--- src/rtl/lzfd_pkg.sv ---
`timescale 1ns / 1ps

package lzfd_pkg;

  localparam int unsigned PreambleBytes = 4096;

  typedef enum logic [1:0] {
    FUNC_START = 2'd0,
    FUNC_BYTE  = 2'd1,
    FUNC_READ  = 2'd2,
    FUNC_NONE  = 2'd3
  } func_e;

  typedef enum logic [1:0] {
    CFG_IMAGE_PIXELS = 2'd0,
    CFG_FRAME_SKIP   = 2'd1,
    CFG_DECODE_MODE  = 2'd2
  } cfg_idx_e;

  typedef enum logic [1:0] {
    MODE_TWO   = 2'd0,
    MODE_FIVE  = 2'd1,
    MODE_SIX   = 2'd2,
    MODE_EIGHT = 2'd3
  } mode_e;

  typedef struct packed {
    logic rd_en;
    logic wr_en;
  } mem_ctl_t;

endpackage

--- src/rtl/lzfd_ctrl.sv ---
`timescale 1ns / 1ps

module lzfd_ctrl #(
  parameter int unsigned IMAGE_BYTES = 65536
) (
  input  logic                       clk_i,
  input  logic                       rst_ni,
  input  logic [16:0]                image_pixels_i,
  input  logic [23:0]                frame_skip_i,
  input  logic [1:0]                 decode_mode_i,
  input  logic                       in_valid_i,
  output logic                       in_ready_o,
  input  logic [1:0]                 func_i,
  input  logic [7:0]                 data_byte_i,
  input  logic [15:0]                read_address_i,
  output logic                       out_valid_o,
  input  logic                       out_ready_i,
  output logic [7:0]                 read_value_o,
  output logic                       frame_done_o,
  output logic [16:0]                write_count_o,
  output lzfd_pkg::mem_ctl_t         mem_ctl_o,
  output logic [$clog2(lzfd_pkg::PreambleBytes + IMAGE_BYTES)-1:0] mem_waddr_o,
  output logic [7:0]                 mem_wdata_o,
  output logic [$clog2(lzfd_pkg::PreambleBytes + IMAGE_BYTES)-1:0] mem_raddr_o,
  input  logic [7:0]                 mem_rdata_i
);
  import lzfd_pkg::*;

  localparam int unsigned StoreBytes = PreambleBytes + IMAGE_BYTES;
  localparam int unsigned AW = $clog2(StoreBytes);
  localparam int unsigned PW = $clog2(IMAGE_BYTES + 1);
  localparam int unsigned TW = ((PW > 17) ? PW : 17) + 1;
  localparam int unsigned SW = AW + 1;

  localparam logic [3:0] SQ_CLEAR  = 4'd0;
  localparam logic [3:0] SQ_IDLE   = 4'd1;
  localparam logic [3:0] SQ_RDWAIT = 4'd2;
  localparam logic [3:0] SQ_PRE    = 4'd3;
  localparam logic [3:0] SQ_FEED   = 4'd4;
  localparam logic [3:0] SQ_ADV    = 4'd5;
  localparam logic [3:0] SQ_CPRD   = 4'd6;
  localparam logic [3:0] SQ_CPWR   = 4'd7;
  localparam logic [3:0] SQ_PF1    = 4'd8;
  localparam logic [3:0] SQ_PF2    = 4'd9;
  localparam logic [3:0] SQ_PF3    = 4'd10;
  localparam logic [3:0] SQ_PFW    = 4'd11;
  localparam logic [3:0] SQ_RESP   = 4'd12;

  localparam logic [4:0] PH_IDLE    = 5'd0;
  localparam logic [4:0] PH_DONE    = 5'd1;
  localparam logic [4:0] PH_TOP     = 5'd2;
  localparam logic [4:0] PH_TAGBYTE = 5'd3;
  localparam logic [4:0] PH_LIT     = 5'd4;
  localparam logic [4:0] PH_NEAR_A  = 5'd5;
  localparam logic [4:0] PH_NEAR_B  = 5'd6;
  localparam logic [4:0] PH_SKIP2   = 5'd7;
  localparam logic [4:0] PH_SKIP5   = 5'd8;
  localparam logic [4:0] PH_SKIPLO  = 5'd9;
  localparam logic [4:0] PH_SKIPHI  = 5'd10;
  localparam logic [4:0] PH_SHORT5  = 5'd11;
  localparam logic [4:0] PH_T0      = 5'd12;
  localparam logic [4:0] PH_RUNBITS = 5'd13;
  localparam logic [4:0] PH_RUNLIT  = 5'd14;
  localparam logic [4:0] PH_T1      = 5'd15;
  localparam logic [4:0] PH_T1S     = 5'd16;
  localparam logic [4:0] PH_SKB     = 5'd17;
  localparam logic [4:0] PH_SKC     = 5'd18;
  localparam logic [4:0] PH_T2      = 5'd19;
  localparam logic [4:0] PH_T2O     = 5'd20;
  localparam logic [4:0] PH_T2B     = 5'd21;
  localparam logic [4:0] PH_NEAR8   = 5'd22;
  localparam logic [4:0] PH_FAR     = 5'd23;
  localparam logic [4:0] PH_FARLEN  = 5'd24;
  localparam logic [4:0] PH_FAROFF  = 5'd25;
  localparam logic [4:0] PH_FAR4    = 5'd26;
  localparam logic [4:0] PH_FWD4    = 5'd27;
  localparam logic [4:0] PH_FWDOFF  = 5'd28;

  logic [3:0]    sq_q, sq_d;
  logic [4:0]    ph_q, ph_d;
  logic [1:0]    mode_q, mode_d;
  logic [PW-1:0] limit_q, limit_d;
  logic [PW-1:0] pos_q, pos_d;
  logic [31:0]   queue_q, queue_d;
  logic [5:0]    fill_q, fill_d;
  logic [2:0]    refill_q, refill_d;
  logic [4:0]    runb_q, runb_d;
  logic [1:0]    sub_q, sub_d;
  logic [16:0]   plen_q, plen_d;
  logic [11:0]   poff_q, poff_d;
  logic          done_q, done_d;
  logic [7:0]    byte_q, byte_d;
  logic [AW-1:0] clr_q, clr_d;
  logic [11:0]   pre_q, pre_d;
  logic [SW-1:0] src_q, src_d;
  logic          src_ok_q, src_ok_d;
  logic [7:0]    c1_q, c1_d;
  logic [7:0]    c2_q, c2_d;
  logic          tog_q, tog_d;
  logic [7:0]    val_q, val_d;
  logic          out_valid_q, out_valid_d;
  logic [7:0]    out_val_q, out_val_d;
  logic          out_done_q, out_done_d;
  logic [16:0]   out_cnt_q, out_cnt_d;

  logic          in_ready;
  logic          pos_room;
  logic [AW-1:0] put_addr;
  logic [SW-1:0] end_s;
  logic [SW-1:0] src_new;
  logic [SW-1:0] src_p1;
  logic [4:0]    tk_n;
  logic [31:0]   tk_mask;
  logic [31:0]   tk_val;
  logic [31:0]   tk_rest;
  logic          cp_start;
  logic [13:0]   cp_add;
  logic [16:0]   cp_len;
  logic [11:0]   offs;
  logic [16:0]   run_left;
  logic [PW-1:0] lim_new;
  logic [PW-1:0] skip_new;

  function automatic logic [PW-1:0] skip_to(input logic [PW-1:0] p, input logic [TW-1:0] n,
                                            input logic [PW-1:0] lim);
    logic [TW-1:0] t;
    t = TW'(p) + n;
    skip_to = (t > TW'(lim)) ? lim : PW'(t);
  endfunction

  assign pos_room = pos_q < limit_q;
  assign put_addr = AW'(PreambleBytes) + AW'(pos_q);
  assign end_s    = SW'(PreambleBytes) + SW'(limit_q);
  assign src_new  = SW'(pos_q) + SW'(cp_add);
  assign src_p1   = src_q + SW'(1);
  assign offs     = poff_q + 12'(byte_q);
  assign run_left = (plen_q != 17'd0) ? plen_q - 17'd1 : 17'd0;
  assign lim_new  = (32'(image_pixels_i) > IMAGE_BYTES) ? PW'(IMAGE_BYTES)
                                                        : PW'(image_pixels_i);
  assign skip_new = (32'(frame_skip_i) > 32'(lim_new)) ? lim_new : PW'(frame_skip_i);

  // Shared bit extractor for the wide methods.
  always_comb begin
    case (ph_q)
      PH_T0, PH_T1:                      tk_n = 5'd1;
      PH_TOP, PH_T2:                     tk_n = 5'd2;
      PH_T1S, PH_T2O, PH_FAR4, PH_FWD4:  tk_n = 5'd4;
      PH_RUNBITS:                        tk_n = runb_q + 5'd1;
      default:                           tk_n = 5'd0;
    endcase
  end

  assign tk_mask = ~(32'hFFFF_FFFF << tk_n);
  assign tk_val  = queue_q & tk_mask;
  assign tk_rest = queue_q >> tk_n;

  always_comb begin
    sq_d        = sq_q;
    ph_d        = ph_q;
    mode_d      = mode_q;
    limit_d     = limit_q;
    pos_d       = pos_q;
    queue_d     = queue_q;
    fill_d      = fill_q;
    refill_d    = refill_q;
    runb_d      = runb_q;
    sub_d       = sub_q;
    plen_d      = plen_q;
    poff_d      = poff_q;
    done_d      = done_q;
    byte_d      = byte_q;
    clr_d       = clr_q;
    pre_d       = pre_q;
    src_d       = src_q;
    src_ok_d    = src_ok_q;
    c1_d        = c1_q;
    c2_d        = c2_q;
    tog_d       = tog_q;
    val_d       = val_q;
    out_val_d   = out_val_q;
    out_done_d  = out_done_q;
    out_cnt_d   = out_cnt_q;
    out_valid_d = out_valid_q && !out_ready_i;
    mem_ctl_o   = '0;
    mem_waddr_o = put_addr;
    mem_wdata_o = byte_q;
    mem_raddr_o = src_q[AW-1:0];
    cp_start    = 1'b0;
    cp_add      = '0;
    cp_len      = plen_q;
    in_ready    = (sq_q == SQ_IDLE) && !out_valid_q;

    unique case (sq_q)
      SQ_CLEAR: begin
        mem_ctl_o.wr_en = 1'b1;
        mem_waddr_o     = clr_q;
        mem_wdata_o     = (32'(clr_q) < PreambleBytes) ? clr_q[10:3] : 8'h00;
        clr_d           = clr_q + AW'(1);
        if (clr_q == AW'(StoreBytes - 1)) begin
          sq_d = SQ_IDLE;
        end
      end

      SQ_IDLE: begin
        if (in_valid_i && in_ready) begin
          byte_d = data_byte_i;
          val_d  = 8'h00;
          case (func_i)
            FUNC_START: begin
              mode_d   = decode_mode_i;
              limit_d  = lim_new;
              done_d   = 1'b0;
              plen_d   = '0;
              poff_d   = '0;
              queue_d  = '0;
              fill_d   = '0;
              refill_d = decode_mode_i[1] ? 3'd4 : 3'd0;
              runb_d   = '0;
              sub_d    = '0;
              ph_d     = PH_TOP;
              if (decode_mode_i == MODE_TWO) begin
                pos_d = '0;
                pre_d = '0;
                sq_d  = SQ_PRE;
              end else begin
                pos_d = skip_new;
                sq_d  = SQ_ADV;
              end
            end
            FUNC_BYTE: begin
              if (ph_q == PH_IDLE || ph_q == PH_DONE) begin
                sq_d = SQ_RESP;
              end else if (refill_q != 3'd0) begin
                queue_d  = queue_q | (32'(data_byte_i) << fill_q);
                fill_d   = fill_q + 6'd8;
                refill_d = refill_q - 3'd1;
                sq_d     = SQ_ADV;
              end else begin
                sq_d = SQ_FEED;
              end
            end
            FUNC_READ: begin
              if (32'(read_address_i) < IMAGE_BYTES) begin
                mem_ctl_o.rd_en = 1'b1;
                mem_raddr_o     = AW'(PreambleBytes) + AW'(read_address_i);
                sq_d            = SQ_RDWAIT;
              end else begin
                sq_d = SQ_RESP;
              end
            end
            default: sq_d = SQ_RESP;
          endcase
        end
      end

      SQ_RDWAIT: begin
        val_d = mem_rdata_i;
        sq_d  = SQ_RESP;
      end

      SQ_PRE: begin
        mem_ctl_o.wr_en = 1'b1;
        mem_waddr_o     = AW'(pre_q);
        mem_wdata_o     = pre_q[11:4];
        pre_d           = pre_q + 12'd1;
        if (pre_q == 12'hFFF) begin
          sq_d = SQ_ADV;
        end
      end

      SQ_FEED: begin
        sq_d = SQ_ADV;
        unique case (ph_q)
          PH_TAGBYTE: begin
            queue_d = 32'(byte_q);
            fill_d  = 6'd8;
            ph_d    = PH_TOP;
          end
          PH_LIT: begin
            mem_ctl_o.wr_en = pos_room;
            if (pos_room) pos_d = pos_q + PW'(1);
            ph_d = PH_TOP;
          end
          PH_NEAR_A: begin
            plen_d = 17'(byte_q[3:0]) + 17'd3;
            poff_d = 12'(byte_q[7:4]);
            ph_d   = PH_NEAR_B;
          end
          PH_NEAR_B: begin
            cp_start = 1'b1;
            cp_add   = 14'({byte_q, 4'h0}) + 14'(poff_q);
          end
          PH_SKIP2: begin
            pos_d = skip_to(pos_q, TW'(byte_q) + TW'(2), limit_q);
            ph_d  = PH_TOP;
          end
          PH_SKIP5: begin
            if (byte_q == 8'h00) begin
              done_d   = 1'b1;
              ph_d     = PH_DONE;
              refill_d = '0;
              sq_d     = SQ_RESP;
            end else if (byte_q != 8'hFF) begin
              pos_d = skip_to(pos_q, TW'(byte_q) + TW'(1), limit_q);
              ph_d  = PH_TOP;
            end else begin
              ph_d = PH_SKIPLO;
            end
          end
          PH_SKIPLO: begin
            plen_d = 17'(byte_q);
            ph_d   = PH_SKIPHI;
          end
          PH_SKIPHI: begin
            pos_d = skip_to(pos_q, TW'({byte_q, plen_q[7:0]}) + TW'(1), limit_q);
            ph_d  = PH_TOP;
          end
          PH_SHORT5: begin
            cp_start = 1'b1;
            cp_add   = 14'(PreambleBytes) - 14'(byte_q[7:2]) - 14'd1;
            cp_len   = 17'(byte_q[1:0]) + 17'd2;
          end
          PH_RUNLIT: begin
            mem_ctl_o.wr_en = pos_room;
            if (pos_room) pos_d = pos_q + PW'(1);
            plen_d = run_left;
            if (run_left == 17'd0) ph_d = PH_TOP;
          end
          PH_SKB: begin
            if (!byte_q[7]) begin
              pos_d = skip_to(pos_q, TW'(byte_q) + TW'(18), limit_q);
              ph_d  = PH_TOP;
            end else begin
              plen_d = 17'({byte_q[6:0], 8'h00});
              ph_d   = PH_SKC;
            end
          end
          PH_SKC: begin
            pos_d = skip_to(pos_q, TW'(plen_q) + TW'(byte_q) + TW'(146), limit_q);
            ph_d  = PH_TOP;
          end
          PH_T2B: begin
            if (sub_q != 2'd0 || offs <= 12'hF80) begin
              cp_start = 1'b1;
              cp_add   = 14'(offs);
              cp_len   = 17'(sub_q) + 17'd3;
            end else if (offs == 12'hFFF) begin
              done_d   = 1'b1;
              ph_d     = PH_DONE;
              refill_d = '0;
              sq_d     = SQ_RESP;
            end else begin
              src_d  = SW'(pos_q) + SW'(PreambleBytes) - SW'(offs[6:4]) - SW'(1);
              plen_d = 17'({offs[3:0], 1'b0}) + 17'd4;
              ph_d   = PH_TOP;
              sq_d   = SQ_PF1;
            end
          end
          PH_NEAR8: begin
            cp_start = 1'b1;
            cp_add   = 14'(PreambleBytes) - 14'(byte_q[6:0]) - 14'd1;
            cp_len   = byte_q[7] ? 17'd3 : 17'd2;
          end
          PH_FAR: begin
            if (mode_q == MODE_SIX) begin
              poff_d = {byte_q[3:0], 8'h00};
              if (byte_q[7:4] == 4'hF) begin
                ph_d = PH_FARLEN;
              end else begin
                plen_d = 17'(byte_q[7:4]) + 17'd6;
                ph_d   = PH_FAROFF;
              end
            end else if (byte_q[7:6] == 2'b11) begin
              plen_d = 17'(byte_q[5:0]) + 17'd8;
              ph_d   = PH_FWD4;
            end else if (!byte_q[7]) begin
              plen_d = 17'(byte_q[7:4]) + 17'd6;
              poff_d = {byte_q[3:0], 8'h00};
              ph_d   = PH_FAROFF;
            end else begin
              plen_d = 17'(byte_q[5:0]) + 17'd14;
              ph_d   = PH_FAR4;
            end
          end
          PH_FARLEN: begin
            plen_d = 17'(byte_q) + 17'd21;
            ph_d   = PH_FAROFF;
          end
          PH_FAROFF: begin
            cp_start = 1'b1;
            cp_add   = 14'(offs);
          end
          PH_FWDOFF: begin
            cp_start = 1'b1;
            cp_add   = 14'(PreambleBytes) + 14'(offs) + 14'd1;
          end
          default: sq_d = SQ_RESP;
        endcase
        if (cp_start) begin
          src_d  = (src_new > end_s) ? end_s : src_new;
          plen_d = cp_len;
          ph_d   = PH_TOP;
          sq_d   = SQ_CPRD;
        end
      end

      SQ_ADV: begin
        sq_d = SQ_RESP;
        if (ph_q == PH_TOP && !pos_room) begin
          done_d   = 1'b1;
          ph_d     = PH_DONE;
          refill_d = '0;
        end else if (ph_q == PH_TOP && !mode_q[1]) begin
          if (fill_q == 6'd0) begin
            ph_d = PH_TAGBYTE;
          end else begin
            queue_d = {24'h0, queue_q[5:0], 2'b00};
            fill_d  = fill_q - 6'd2;
            case (queue_q[7:6])
              2'd0: ph_d = PH_LIT;
              2'd1: ph_d = PH_NEAR_A;
              2'd2: ph_d = (mode_q == MODE_TWO) ? PH_SKIP2 : PH_SKIP5;
              default: begin
                if (mode_q == MODE_TWO) begin
                  done_d   = 1'b1;
                  ph_d     = PH_DONE;
                  refill_d = '0;
                end else begin
                  ph_d = PH_SHORT5;
                end
              end
            endcase
          end
        end else if (tk_n != 5'd0) begin
          if (refill_q != 3'd0) begin
            sq_d = SQ_RESP;
          end else if (fill_q <= 6'd16) begin
            refill_d = 3'd2;
          end else begin
            sq_d    = SQ_ADV;
            queue_d = tk_rest;
            fill_d  = fill_q - 6'(tk_n);
            unique case (ph_q)
              PH_TOP: begin
                case (tk_val[1:0])
                  2'd0:    ph_d = PH_T0;
                  2'd1:    ph_d = PH_T1;
                  2'd2:    ph_d = PH_T2;
                  default: ph_d = PH_FAR;
                endcase
              end
              PH_T0: begin
                if (tk_val[0]) begin
                  plen_d = 17'd2;
                  runb_d = '0;
                  ph_d   = PH_RUNBITS;
                end else begin
                  ph_d = PH_LIT;
                end
              end
              PH_RUNBITS: begin
                runb_d = tk_n;
                plen_d = plen_q + 17'(tk_val[15:0]);
                if (tk_val != tk_mask || tk_n >= 5'd16) ph_d = PH_RUNLIT;
              end
              PH_T1: ph_d = tk_val[0] ? PH_SKB : PH_T1S;
              PH_T1S: begin
                pos_d = skip_to(pos_q, TW'(tk_val[3:0]) + TW'(2), limit_q);
                ph_d  = PH_TOP;
              end
              PH_T2: begin
                sub_d = tk_val[1:0];
                ph_d  = (tk_val[1:0] != 2'd3) ? PH_T2O : PH_NEAR8;
              end
              PH_T2O: begin
                poff_d = {tk_val[3:0], 8'h00};
                ph_d   = PH_T2B;
              end
              PH_FAR4: begin
                poff_d = {tk_val[3:0], 8'h00};
                ph_d   = PH_FAROFF;
              end
              PH_FWD4: begin
                poff_d = {tk_val[3:0], 8'h00};
                ph_d   = PH_FWDOFF;
              end
              default: sq_d = SQ_RESP;
            endcase
          end
        end else if (ph_q != PH_IDLE && ph_q != PH_DONE && mode_q[1] && refill_q == 3'd0
                     && fill_q <= 6'd16) begin
          refill_d = 3'd2;
        end
      end

      SQ_CPRD: begin
        if (plen_q == 17'd0 || !pos_room) begin
          sq_d = SQ_ADV;
        end else begin
          src_ok_d        = src_q < end_s;
          mem_ctl_o.rd_en = src_q < end_s;
          if (src_q < end_s) src_d = src_p1;
          sq_d = SQ_CPWR;
        end
      end

      SQ_CPWR: begin
        mem_ctl_o.wr_en = 1'b1;
        mem_wdata_o     = src_ok_q ? mem_rdata_i : 8'h00;
        pos_d           = pos_q + PW'(1);
        plen_d          = plen_q - 17'd1;
        sq_d            = SQ_CPRD;
      end

      SQ_PF1: begin
        if (!pos_room) begin
          sq_d = SQ_ADV;
        end else begin
          mem_ctl_o.rd_en = 1'b1;
          sq_d            = SQ_PF2;
        end
      end

      SQ_PF2: begin
        c1_d            = mem_rdata_i;
        mem_ctl_o.rd_en = 1'b1;
        mem_raddr_o     = src_p1[AW-1:0];
        sq_d            = SQ_PF3;
      end

      SQ_PF3: begin
        c2_d  = mem_rdata_i;
        tog_d = 1'b0;
        sq_d  = SQ_PFW;
      end

      SQ_PFW: begin
        if (plen_q == 17'd0 || !pos_room) begin
          sq_d = SQ_ADV;
        end else begin
          mem_ctl_o.wr_en = 1'b1;
          mem_wdata_o     = tog_q ? c2_q : c1_q;
          pos_d           = pos_q + PW'(1);
          plen_d          = plen_q - 17'd1;
          tog_d           = !tog_q;
        end
      end

      SQ_RESP: begin
        out_valid_d = 1'b1;
        out_val_d   = val_q;
        out_done_d  = done_q;
        out_cnt_d   = 17'(pos_q);
        sq_d        = SQ_IDLE;
      end

      default: sq_d = SQ_IDLE;
    endcase
  end

  always_ff @(posedge clk_i or negedge rst_ni) begin
    if (!rst_ni) begin
      sq_q        <= SQ_CLEAR;
      ph_q        <= PH_IDLE;
      mode_q      <= MODE_SIX;
      limit_q     <= '0;
      pos_q       <= '0;
      queue_q     <= '0;
      fill_q      <= '0;
      refill_q    <= '0;
      runb_q      <= '0;
      sub_q       <= '0;
      plen_q      <= '0;
      poff_q      <= '0;
      done_q      <= 1'b0;
      clr_q       <= '0;
      pre_q       <= '0;
      src_ok_q    <= 1'b0;
      tog_q       <= 1'b0;
      out_valid_q <= 1'b0;
    end else begin
      sq_q        <= sq_d;
      ph_q        <= ph_d;
      mode_q      <= mode_d;
      limit_q     <= limit_d;
      pos_q       <= pos_d;
      queue_q     <= queue_d;
      fill_q      <= fill_d;
      refill_q    <= refill_d;
      runb_q      <= runb_d;
      sub_q       <= sub_d;
      plen_q      <= plen_d;
      poff_q      <= poff_d;
      done_q      <= done_d;
      clr_q       <= clr_d;
      pre_q       <= pre_d;
      src_ok_q    <= src_ok_d;
      tog_q       <= tog_d;
      out_valid_q <= out_valid_d;
    end
  end

  always_ff @(posedge clk_i) begin
    byte_q     <= byte_d;
    src_q      <= src_d;
    c1_q       <= c1_d;
    c2_q       <= c2_d;
    val_q      <= val_d;
    out_val_q  <= out_val_d;
    out_done_q <= out_done_d;
    out_cnt_q  <= out_cnt_d;
  end

  assign in_ready_o    = in_ready;
  assign out_valid_o   = out_valid_q;
  assign read_value_o  = out_val_q;
  assign frame_done_o  = out_done_q;
  assign write_count_o = out_cnt_q;

endmodule

--- config.mk ---
export PLATFORM = sky130hd
export DESIGN_NAME = lzfd_ctrl
export DESIGN_NICKNAME = d
export VERILOG_FILES = /design/src/rtl/lzfd_pkg.sv /design/src/rtl/lzfd_ctrl.sv
export SDC_FILE = /design/constraint.sdc
export NUM_CORES = 2
export LEC_CHECK = 0
export ABC_AREA = 1
export CAP_MARGIN = 20
export CORE_MARGIN = 5
export CORE_UTILIZATION = 30
export CTS_CLUSTER_SIZE = 25
export DETAILED_ROUTE_END_ITERATION = 7
export DONT_BUFFER_PORTS = 1
export SLEW_MARGIN = 25
export SYNTH_ARGS = -nofsm -noshare
export SYNTH_HDL_FRONTEND = slang
export SYNTH_SLANG_ARGS = --single-unit
--- constraint.sdc ---
create_clock -name clk_i -period 15.6 [get_ports clk_i]
set_clock_uncertainty 0.05 [all_clocks]
set_input_delay 3.12 -clock clk_i [delete_from_list [all_inputs] [get_ports clk_i]]
set_output_delay 3.12 -clock clk_i [all_outputs]
set_load 0.02 [all_outputs]
* Yosys cells after proc, flatten, opt, wreduce, memory -nomap -nowiden
Index checks and enable logic that the tools add are counted.
Widths: inputs -> output; s select.
** Storage, ports and cells
- Bits in registers :: 231
- Latch bits :: 0
- RAM bits :: 0
- Bits in read-only memories :: 0
- Memories kept :: 0
** Operators by class
- Add/subtract/negate cells :: 47
- Multipliers :: 0
- Divide/modulo/power cells :: 0
- Order comparisons :: 15
- Equality and inequality tests :: 122
- Shifts and indexed selects :: 3
- Muxes and demuxes :: 228
- Bitwise gates (word level) :: 4
- Reduce and logical (&&, ||, !) cells :: 70
** Operators by type and width (number)
- $mux 17 :: 41
- $mux 32 :: 10
- $mux 12 :: 15
- $pmux 17 s5 :: 2
- $mux 18 :: 7
- $pmux 17 s7 :: 1
- $gt 18x17->1 :: 6
- $mux 5 :: 21
- $pmux 17 s2 :: 3
- $pmux 17 s6 :: 1
- $pmux 32 s3 :: 1
- $pmux 5 s9 :: 2
- $mux 4 :: 21
- $pmux 14 s6 :: 1
- $ne 3x3->1 const B :: 23
- $eq 5x5->1 const B :: 13
- $pmux 32 s2 :: 1
- $mux 6 :: 10
- $add 17x9->18 :: 3
- $mux 3 :: 18
- $ne 4x4->1 const B :: 13
- $pmux 17 s3 :: 1
- $pmux 12 s2 :: 2
- $pmux 4 s12 :: 1
- other kinds (128) :: 272

* Logic depth before layout (Yosys ltp)
- Depth after elaboration :: 17
- Gate-level depth with buffers :: 41
- Mapped depth without buffers :: 40

* Least setup slack after synthesis
OpenSTA, ideal clock, no wires.
- Path kind :: input to output
- Start point :: in in_valid_i
- End point :: out mem_raddr_o[3] (netlist bit)
- Data arrival time :: 4518 ps
- Data required time :: 12430 ps
- Slack :: 7912 ps
- Stages :: 5
- Buffers on the path :: 0
- Cell sequence :: nor3b_4 > nand2_1 > inv_1 > nor2_1 > o21ai_0
** Between the ends
- Cells in the longest elaborated chain, start to end :: 3
** Ends and longest elaborated chain
- from (decl) :: line lzfd_ctrl.sv:11 : input logic in_valid_i,
- $logic_and 1x1->1 :: line lzfd_ctrl.sv:205 : if (in_valid_i && in_ready) begin
- $mux 17 :: line lzfd_ctrl.sv:205
- $pmux 17 s2 :: line lzfd_ctrl.sv:193 : unique case (sq_q)
- to (decl) :: line lzfd_ctrl.sv:24 : output logic [$clog2(lzfd_pkg::PreambleBytes + IMAGE_BYTES)-1:0] mem_raddr_o,
Every way passes these cells.

* Final worst setup path
Ends and elaborated chain as after synthesis.

==> key figures <==
Worst setup path
  • Critical Path Sink Type: primary output
  • Critical Path Source: in_valid_i
  • Critical path class: primary input to primary output
  • Crit-path max FO: 28
  • Worst r2r src: byte_q[1]$_DFFE_PP_
  • WP data arrival: 4.94 ns
  • Crit path launch type: primary input
  • WP data required: 12.43 ns
  • Setup slack, reg-to-reg: 7.76 ns

Min path
  • HP Class: flip-flop to flip-flop
  • Worst hold path startpoint: val_q[2]$_SDFFCE_PN0P_

Routing
  • Via density per instance: 5.52
  • First-pass detailed-route iteration total: 6
  • Drc violations: 0
  • Antenna Nets Post-Route: 0
  • WL final: 134000 um
  • DRT iter0 DRCs: 3697
  • Via count: 33700
  • Routed WL per cell: 21.9 um

Power and ir drop
  • Power Dens Cells: 265 nW/um^2
  • Leakage: 16.0 nW
  • Total power: 8.88 mW
  • Max VDD drop: 0.118 mV

Clocking
  • Root Driver: clkbuf_16
  • Hold Buf Count CTS: 0
  • Reg clk slew, reported paths: 0.06 ns
  • Clk sinks: 227
  • Postcts setup bufs: 0
  • Max clock buf depth: 3
  • Worst skew pair latency: 0.62 ns
  • CTS Buf Count: 30
  • CTS tree: done
  • Post-cts sizing count: 0
  • H-tree levels: 1

Synthesis
  • Top post-synthesis cells by area: ha_1, nand2_1, dfrtp_1
  • Commonest register cell after synthesis: dfrtp_1
  • Yosys top cell by area: ha_1
  • Sequential-to-total area share from yosys stat: 19.6%
  • Post-synth EDFFs: 76
  • YS warnings: 0
  • Synth Cell Area: 30900 sq um
  • Post-synth top area share: 14.3%
  • Synthesized area per cell: 6.50 sq um
  • Fraction of registers with async set/reset: 66.5%
  • Yosys cell types: 72
  • Cells after Synth: 4759
  • Yosys reg bits: 227
  • Mapped Nets: 5219

STA
  • Worst-margin pin slew: 0.987 ns
  • Max Fclk: 123 MHz
  • RSZ-0062 raised after global routing: no
  • Final min period: 8.11 ns
  • Final period util: 52.0%
  • Fin Hold WS: 0.371 ns
  • Final Hold Fails: 0
  • Slew Limit Fails: 0
  • Slew margin rel.: 33.9%
  • Final TNS setup: 0 ns
  • Setup Viol. Count Final: 0

Floorplanning
  • Core region area: 102000 sq um
  • Chip Height: 331 um
  • DIE WIDTH: 331 um
  • Starting Density: 30.3%
  • Die area: 110000 sq um
  • FP Rows: 117
  • # IOs: 153

Layout
  • Area grow syn2layout: 8.51%
  • Layout cells sized above 1: 5.07%
  • Commonest non-fill, non-tap cells in the layout: nand2_1, inv_1, nor2_1
  • Post-layout util: 32.9%
  • Nets: 5166
  • Layout Cells excl Fill: 6100
  • Commonest non-fill, non-tap cell in the layout: nand2_1

Place
  • PortBufs: 0
  • Placed cell count: 6042
  • Final RePlAce weighted congestion: 1.00
  • Detailed Place HPWL: 104000 um

Global routing
  • GRT Overall Usage: 23.3%
  • First-pass GRT wire length: 197000 um
  • Antenna violations before repair: 3
  • Largest net degree at the start of global routing: 152
  • Grt total ovfl: 0
  • Vias in the first global route: 31400

Status
  • Outcome: finished, final reports clean

Flow run
  • Max_cap viols: 0
## per-layer routing
layer  wire [um]  GRT usage [%]  vias to the layer above
met5           0              0                        -
met1       55500           30.6                    15800
li1            -              -                    15900
met2       60300           38.1                     1594
met4        6210           8.92                        0
met3       11700           4.23                      339
## final timing paths
check / to / depth (start not counted)
worst min register to register: read_value_o[2]$_DFFE_PP_ / 0
min in group asynchronous: queue_q[28]$_DFFE_PN0P_ / 0
worst min-delay path: read_value_o[2]$_DFFE_PP_ / 0
max in group asynchronous: clr_q[14]$_DFFE_PN0P_ / 0
worst max register to register: src_q[10]$_DFFE_PP_ / 36
worst max-delay path: mem_raddr_o[3] / 6
## state kept, by name, indices dropped and copies added, names as in the netlist, 12 cells and up
| name | cells |
|---|---|
| pos_q | 17 |
| plen_q | 17 |
| src_q | 18 |
| write_count_o | 17 |
| clr_q | 17 |
| pre_q | 12 |
| limit_q | 17 |
| queue_q | 32 |
## synthesized netlist by cell type (18+ instances only)
| master | count |
|---|---|
| o221ai_1 | 33 |
| nand4_1 | 70 |
| clkbuf_1 | 103 |
| o21ai_0 | 365 |
| nand3_1 | 305 |
| edfxtp_1 | 76 |
| fa_1 | 25 |
| dfrtp_1 | 150 |
| a22oi_1 | 19 |
| nand3b_1 | 32 |
| inv_1 | 567 |
| a31oi_1 | 29 |
| buf_2 | 26 |
| o21bai_1 | 18 |
| nor3_1 | 66 |
| or2_2 | 29 |
| nor4_1 | 19 |
| o22ai_1 | 37 |
| o211ai_1 | 39 |
| nand2_1 | 1160 |
| o31ai_1 | 18 |
| xnor2_1 | 28 |
| a21oi_1 | 331 |
| inv_2 | 23 |
| nor2_1 | 446 |
| o21ai_1 | 26 |
| xor2_1 | 161 |
| ha_1 | 354 |
## report_power, final
part	leakage, nW	internal (mW)	switching (mW)
sequential	2.66	0.831	0.259
clock	0.488	0.418	0.317
combinational	12.9	2.18	4.87
total	16.0	3.43	5.45
## kinds of logic (layout without fill, tap and decap cells)
group / after synthesis / in the layout / share of synthesized area, %
multiplexers: 8 / 8 / 0.259
buffers and inverters: 751 / 722 / 9.33
AO/OA/AOI/OAI: 1007 / 1007 / 18.7
flip-flops: 227 / 227 / 19.6
XOR/XNOR: 190 / 190 / 5.40
other: 0 / 2 / 0
AND/OR/NAND/NOR: 2197 / 2197 / 30.8
adder cells (fa/ha/maj): 379 / 379 / 15.9
## critical path, stage by stage
cell and delay, ns:
nor3b_4 0.59, nand2_1 0.12, buf_4 0.26, inv_1 0.21, nor2_1 0.06, o21ai_0 0.56
## area by class of cell
type	count	area [sq um]
well taps	1368	1710
fillers	11300	68500
clock inverters	21	209
multi-input cells	3781	22000
inverters	604	2270
diodes	2	5.00
repair buffers	62	465
clock buffers	35	801
flip-flops and latches	227	6060
## per-stage QoR
step / setup WS (ns) / cell area [sq um]
final: 7.49 / 33600
after global routing: 6.95 / 33600
after CTS: 7.50 / 33500
after detailed placement: 7.50 / 32500
after global placement: 7.51 / 32500
after floorplan: 7.91 / 30900
(Power assumes the default switching activity.)
